**config.mk**
```make
export PLATFORM = sky130hd
export DESIGN_NAME = smf_ctrl
export DESIGN_NICKNAME = d
export VERILOG_FILES = /design/src/rtl/smf_pkg.sv /design/src/rtl/smf_ctrl.sv
export SDC_FILE = /design/constraint.sdc
export NUM_CORES = 1
export LEC_CHECK = 0
export ABC_CLOCK_PERIOD_IN_PS = 4300
export BUFFER_PORTS_ARGS = -buffer_cell sky130_fd_sc_hd__buf_2
export CAP_MARGIN = 10
export CELL_PAD_IN_SITES_DETAIL_PLACEMENT = 1
export CELL_PAD_IN_SITES_GLOBAL_PLACEMENT = 2
export CORE_MARGIN = 5
export CORE_UTILIZATION = 25
export CTS_BUF_LIST = sky130_fd_sc_hd__clkbuf_4 sky130_fd_sc_hd__clkbuf_8
export CTS_CLUSTER_SIZE = 25
export DETAILED_ROUTE_END_ITERATION = 10
export PLACE_DENSITY = 0.95
export SLEW_MARGIN = 20
export SYNTH_ARGS = -nofsm -noshare
export SYNTH_HDL_FRONTEND = slang
export SYNTH_SLANG_ARGS = --single-unit
```
**constraint.sdc**
```tcl
create_clock -name clk -period 4.3 [get_ports clk]
set_input_delay 0.43 -clock clk [delete_from_list [all_inputs] [get_ports clk]]
set_output_delay 0.43 -clock clk [all_outputs]
set_load 0.005 [all_outputs]
```
**src/rtl/smf_pkg.sv**
```systemverilog
package smf_pkg;

    // Operation codes carried on func
    localparam logic [1:0] FUNC_PUSH  = 2'd0;
    localparam logic [1:0] FUNC_READ  = 2'd1;
    localparam logic [1:0] FUNC_CLEAR = 2'd2;

    // Verdict codes of a result transaction
    localparam logic [2:0] VERDICT_HELD      = 3'd0;
    localparam logic [2:0] VERDICT_KEPT      = 3'd1;
    localparam logic [2:0] VERDICT_DOMINATED = 3'd2;
    localparam logic [2:0] VERDICT_FULL      = 3'd3;
    localparam logic [2:0] VERDICT_READ      = 3'd4;
    localparam logic [2:0] VERDICT_CLEARED   = 3'd5;

    // Reset value of the entry limit register
    localparam logic [10:0] LIMIT_RESET = 11'd1024;

    // Commands from the controller to the datapath
    typedef struct packed {
        logic       accept;        // input transaction taken this cycle
        logic       push;          // shift the incoming word into the pending mask
        logic       pad;           // shift a zero word into the pending mask
        logic       scan_start;    // reset scan counters
        logic       scan;          // walk the retained store
        logic       append;        // write the pending mask into the store
        logic       clear;         // empty the store
        logic       read_capture;  // latch read data for a read transaction
        logic       set_ovf;       // set the sticky overflow flag
        logic       out_load;      // load the output register
        logic [2:0] verdict;       // verdict for out_load
    } smf_cmd_t;

    // Status from the datapath to the controller
    typedef struct packed {
        logic pad_done;     // pending mask holds all words
        logic hit;          // current entry covers the candidate
        logic scan_done;    // all entries compared, none covers
        logic full;         // store at its effective limit
        logic append_last;  // last word of the append
        logic out_free;     // output register can take a result
    } smf_sts_t;

endpackage

```
**src/rtl/smf_ctrl.sv**
```systemverilog
module smf_ctrl (
    input  logic               clk,
    input  logic               rst_n,
    input  logic               in_valid,
    input  logic [1:0]         func,
    input  logic               end_of_mask,
    input  smf_pkg::smf_sts_t  sts,
    output smf_pkg::smf_cmd_t  cmd,
    output logic               in_stall,
    output logic               cfg_ready
);
    import smf_pkg::*;

    localparam logic [2:0] S_IDLE   = 3'd0;
    localparam logic [2:0] S_PAD    = 3'd1;
    localparam logic [2:0] S_SCAN   = 3'd2;
    localparam logic [2:0] S_APPEND = 3'd3;
    localparam logic [2:0] S_READ   = 3'd4;
    localparam logic [2:0] S_DONE   = 3'd5;

    logic [2:0] state_reg, state_next;
    logic [2:0] verdict_reg, verdict_next;

    // Input is taken only while idle
    assign in_stall  = (state_reg != S_IDLE);
    assign cfg_ready = (state_reg == S_IDLE);

    // Next state and commands
    always_comb
    begin
        state_next   = state_reg;
        verdict_next = verdict_reg;
        cmd          = '0;
        cmd.verdict  = verdict_reg;
        unique case (state_reg)
            S_IDLE:
            begin
                if (in_valid)
                begin
                    cmd.accept = 1'b1;
                    unique case (func)
                        FUNC_PUSH:
                        begin
                            cmd.push = 1'b1;
                            if (end_of_mask)
                            begin
                                state_next = S_PAD;
                            end
                            else
                            begin
                                verdict_next = VERDICT_HELD;
                                state_next   = S_DONE;
                            end
                        end
                        FUNC_READ:
                        begin
                            state_next = S_READ;
                        end
                        FUNC_CLEAR:
                        begin
                            cmd.clear    = 1'b1;
                            verdict_next = VERDICT_CLEARED;
                            state_next   = S_DONE;
                        end
                        default:
                        begin
                            verdict_next = VERDICT_HELD;
                            state_next   = S_DONE;
                        end
                    endcase
                end
            end
            S_PAD:
            begin
                if (sts.pad_done)
                begin
                    cmd.scan_start = 1'b1;
                    state_next     = S_SCAN;
                end
                else
                begin
                    cmd.pad = 1'b1;
                end
            end
            S_SCAN:
            begin
                cmd.scan = 1'b1;
                if (sts.hit)
                begin
                    verdict_next = VERDICT_DOMINATED;
                    state_next   = S_DONE;
                end
                else if (sts.scan_done)
                begin
                    if (sts.full)
                    begin
                        cmd.set_ovf  = 1'b1;
                        verdict_next = VERDICT_FULL;
                        state_next   = S_DONE;
                    end
                    else
                    begin
                        state_next = S_APPEND;
                    end
                end
            end
            S_APPEND:
            begin
                cmd.append = 1'b1;
                if (sts.append_last)
                begin
                    verdict_next = VERDICT_KEPT;
                    state_next   = S_DONE;
                end
            end
            S_READ:
            begin
                cmd.read_capture = 1'b1;
                verdict_next     = VERDICT_READ;
                state_next       = S_DONE;
            end
            S_DONE:
            begin
                if (sts.out_free)
                begin
                    cmd.out_load = 1'b1;
                    state_next   = S_IDLE;
                end
            end
            default:
            begin
                state_next = S_IDLE;
            end
        endcase
    end

    // State registers
    always_ff @(posedge clk or negedge rst_n)
    begin
        if (!rst_n)
        begin
            state_reg   <= S_IDLE;
            verdict_reg <= VERDICT_HELD;
        end
        else
        begin
            state_reg   <= state_next;
            verdict_reg <= verdict_next;
        end
    end

endmodule

```
* Yosys cells after proc, flatten, opt, wreduce, memory -nomap -nowiden
Cells that the tools add are included.
** Cells by class
- Reductions and logical operators :: 6
- Mux-type cells :: 36
- Equal/unequal tests :: 15
** Operator list (count)
- 3-bit two-way mux :: 14
- 3-bit case mux with 6 select lines :: 1
- 1-bit two-way mux :: 15
- 3-bit case mux with 4 select lines :: 1
- 2-bit inequality test (second input constant) :: 5
- 3-bit inequality test (second input constant) :: 3
- 3-bit case mux with 3 select lines :: 1
- 7-bit AND reduction :: 1
- 3-bit by 2-bit == test with 1-bit output (second input constant) :: 2
- 3-bit == test (second input constant) :: 2
- 2-bit two-way mux :: 3
- 3-bit case mux with 2 select lines :: 1
- 5-bit AND reduction :: 1
- 4-bit nonzero test :: 1
- 3-bit by 1-bit == test with 1-bit output (second input constant) :: 1
- 3-bit zero test :: 1
- 3-bit nonzero test :: 1
- 2-bit by 1-bit == test with 1-bit output (second input constant) :: 1
- 2-bit == test (second input constant) :: 1
- 2-bit zero test :: 1
** Storage, ports and cells
- Logic and storage cells :: 59
- Register bits after elaboration :: 6
- Output and inout bits :: 15
- Input bits :: 12

* Depth between registers and ports, before layout
- Depth after elaboration :: 4
- Mapped depth :: 5

* Worst setup path before layout
No wires, ideal clock.
- Kind :: flip-flop to output port
- Start :: register state_reg[2]
- End :: output cfg_ready
- Cell stages (with the launch flop) :: 4
- Required time :: 3.870 ns
- Setup slack :: 2.825 ns
- Arrival time :: 1.045 ns
- Buffers on the path :: 1
- Path through :: dfrtp_1 clkbuf_1 or3_1 inv_1
** Between the ends
- Cells in the longest elaborated chain, start to end :: 1
** Ends and longest elaborated chain
- start: declaration :: line smf_ctrl.sv:21 : logic [2:0] state_reg, state_next;
- start signal: assignment :: line smf_ctrl.sv:147 : state_reg <= state_next;
- 3-bit zero test :: line smf_ctrl.sv:26 : assign cfg_ready = (state_reg == S_IDLE);
- end: declaration :: line smf_ctrl.sv:10 : output logic cfg_ready
Every way passes these cells.

==> flow_metrics.py <==
metrics = {
    "setup_path": {
        "path_cells": "nand2b_1 -> nor4_1 -> buf_2",
        "required_ns": 3.87,
        "slowest_delay_ns": 0.51,
        "path_max_fanout": 15,
        "critPathLaunchType": "flip-flop",
        "endpoint_kind": "primary output",
        "arrival_ns": 1.49,
        "critical_path_class": "reg2out",
        "cp_slowest_cell": "dfrtp_1",
    },
    "logic_synthesis": {
        "syn-mean-instance-area_um2": 7.82,
        "yosysTopAreaCell": "dfrtp_1",
        "yosysWarnings": 0,
        "syn-instance-count": 63,
        "netlist_top_cells_area": "dfrtp_1 (30%), mux2_2 (6.9%), nor2_1 (6.1%)",
        "yosysSeqAreaShare_pct": 30.5,
        "syn_nets": 75,
        "synth-seq-cells": 6,
        "synth.cell_area_um2": 493,
        "ys_types": 32,
        "synth_top_area_share_pct": 30.5,
    },
    "grt": {
        "grt_overflow_total": 0,
        "grt_most_used_layer": "met2",
        "grt_util_met3_pct": 2.45,
        "antenna_found_initial": 0,
        "grtUsageMet2_pct": 18.3,
        "grt_max_degree": 18,
        "met1_usage_pct": 13.4,
        "gr-usage-all-layers_pct": 11.0,
        "grt_pass1_wl_mm": 2.36,
        "first_global_vias": 544,
    },
    "die": {
        "std_cell_rows": 16,
        "dieArea_um2": 2960,
        "die_x_um": 54.4,
        "core_area_um2": 1920,
        "die_h_um": 54.4,
        "ioPinCount": 27,
        "initial_core_util_pct": 25.7,
    },
    "finish": {
        "diodes": 0,
        "syn2layout_area_growth_pct": 37.1,
        "post-route-util_pct": 35.2,
        "fillers": 261,
        "nNetsFinal": 104,
        "layout_commonest_cell": "buf_2",
        "mostFrequentLayoutCells": "buf_2 (26), nor2_1 (8), nand2_1 (6), dfrtp_1 (6), o21ai_0 (4)",
        "drive_gt1_share_pct": 40.0,
    },
    "min_path": {
        "min_path_type": "in2reg",
    },
    "place": {
        "dp_hpwl_mm": 1.20,
        "port_buffers": 26,
        "gp_congestion": 0.710,
    },
    "pwr": {
        "power_switching_mw": 0.185,
        "p_per_area_nw_per_um2": 627,
        "finalPower_mw": 0.423,
        "p_comb_share_pct": 55.0,
        "p_clk_share_pct": 11.9,
        "peakVddDrop_mv": 0.181,
        "leakagePower_nw": 0.352,
        "switching_share_pct": 43.7,
        "p_int_mw": 0.239,
        "pwr-share-seq_pct": 33.0,
    },
    "timing": {
        "rsz0062_at_grt": "false",
        "skew_ns": 0.00383,
        "setup_viol_count_final": 0,
        "finalMaxSlewViolations": 0,
        "worst_pin_slew_ns": 0.463,
        "period_share_pct": 44.7,
        "hold_violations": 0,
        "relSlewSlack_pct": 69.1,
        "timing.setup.tns_ns": 0,
        "period_needed_ns": 1.92,
        "fmax_mhz": 520,
    },
    "clock_tree": {
        "clock_latency_ns": 0.24,
        "cts_max_path_buffers": 2,
        "cts_made_buffers": 3,
        "htreeDepth": 1,
        "root_buffer": "clkbuf_4",
        "clock_sinks": 6,
        "cts_tree": "yes",
        "cts.clk_slew.worst_paths_ns": 0.04,
        "cts_setup_buffers": 0,
    },
    "drt": {
        "final_antenna_net_count": 0,
        "viasPerCell": 4.79,
        "drt_iter0_drc": 3,
        "routed_wl_mm": 1.47,
        "wl_per_cell_um": 12.6,
        "drc": 0,
        "via_count": 560,
        "firstDrtPassIters": 4,
    },
    "outcome": {
        "status": "completed",
    },
    "run": {
        "drv_cap": 0,
    },
}
==> per-layer routing <==
metal / up-vias / part of all wire, %
li1: 279 / -
met1: 266 / 43
met2: 13 / 52
met3: 2 / 2.5
met4: 0 / 1.7
met5: - / 0
==> final timing paths <==
check	from	endpoint	slack, ns	cells after the start
hold / removal	sts[0]	state_reg[2]	0.42	2
max in group asynchronous	rst_n	state_reg[2]	3.60	2
setup reg to reg	state_reg[2]	verdict_reg[2]	2.64	4
min in group asynchronous	rst_n	verdict_reg[1]	0.55	2
setup / recovery	state_reg[2]	cmd[4]	2.38	3
hold reg to reg	verdict_reg[0]	verdict_reg[0]	0.50	1
==> worst max-delay path: cells and delay by family, from the launching register on <==
| kind | cells | cell delay, ns |
|---|---|---|
| buf+inv | 1 | 0.17 |
| flops | 1 | 0.51 |
| simple gates | 2 | 0.57 |
==> area by class of cell <==
type / instances / area, um^2 / share of cell area [%]
clock buffer: 3 / 22.5 / 3.33
sequential: 6 / 150 / 22.2
multi-input combinational: 52 / 322 / 47.6
inverter: 2 / 7.51 / 1.11
tap: 27 / 33.8 / 5.00
timing repair buffer: 27 / 140 / 20.7
==> repair_timing <==
item / in CTS / in global routing
endpoints found under the hold margin: 0 / 3
hold buffers: 0 / 1
gates resized for setup: 0 / 0
==> synth_stat cells (all sizes together) <==
cell type / instances
nor2b: 3
nand3b: 1
nand2: 6
a221oi: 1
and3b: 1
clkbuf: 2
o22ai: 1
nand3: 1
nor4b: 1
o21a: 1
o21bai: 1
o311a: 1
nor2: 9
or2: 1
and2b: 1
nor4bb: 1
nor4: 1
a21oi: 3
or4b: 1
nand2b: 3
buf: 1
nor3: 3
mux2: 3
a31oi: 1
or3: 1
dfrtp: 6
inv: 2
o21ai: 5
and3: 1
==> power by group through the flow <==
stage / registers, mW / logic [mW] / clock network, mW
after floorplan: 0.107 / 0.185 / 0
final: 0.140 / 0.233 / 0.0505
after detailed placement: 0.141 / 0.236 / 0
after global routing: 0.149 / 0.259 / 0.0591
after CTS: 0.140 / 0.236 / 0.0528
after global placement: 0.138 / 0.228 / 0
==> kinds of logic after synthesis <==
| kind of cell | Yosys count | synth area share (%) |
|---|---|---|
| mux | 3 | 6.85 |
| buf+inv | 5 | 4.31 |
| compound gates | 14 | 19.0 |
| flops | 6 | 30.5 |
| simple gates | 35 | 39.3 |
==> stage by stage <==
step / cell area, um^2 / hold WS (ns) / setup WS [ns] / cells
final: 676 / 0.416 / 2.38 / 117
after global routing: 676 / 0.413 / 2.17 / 117
after CTS: 666 / 0.00371 / 2.36 / 116
after detailed placement: 643 / 0.263 / 2.62 / 113
after global placement: 643 / 0.257 / 2.66 / 113
after floorplan: 493 / 0.134 / 2.83 / 63
Note: power is estimated with default switching activity, not from simulation.
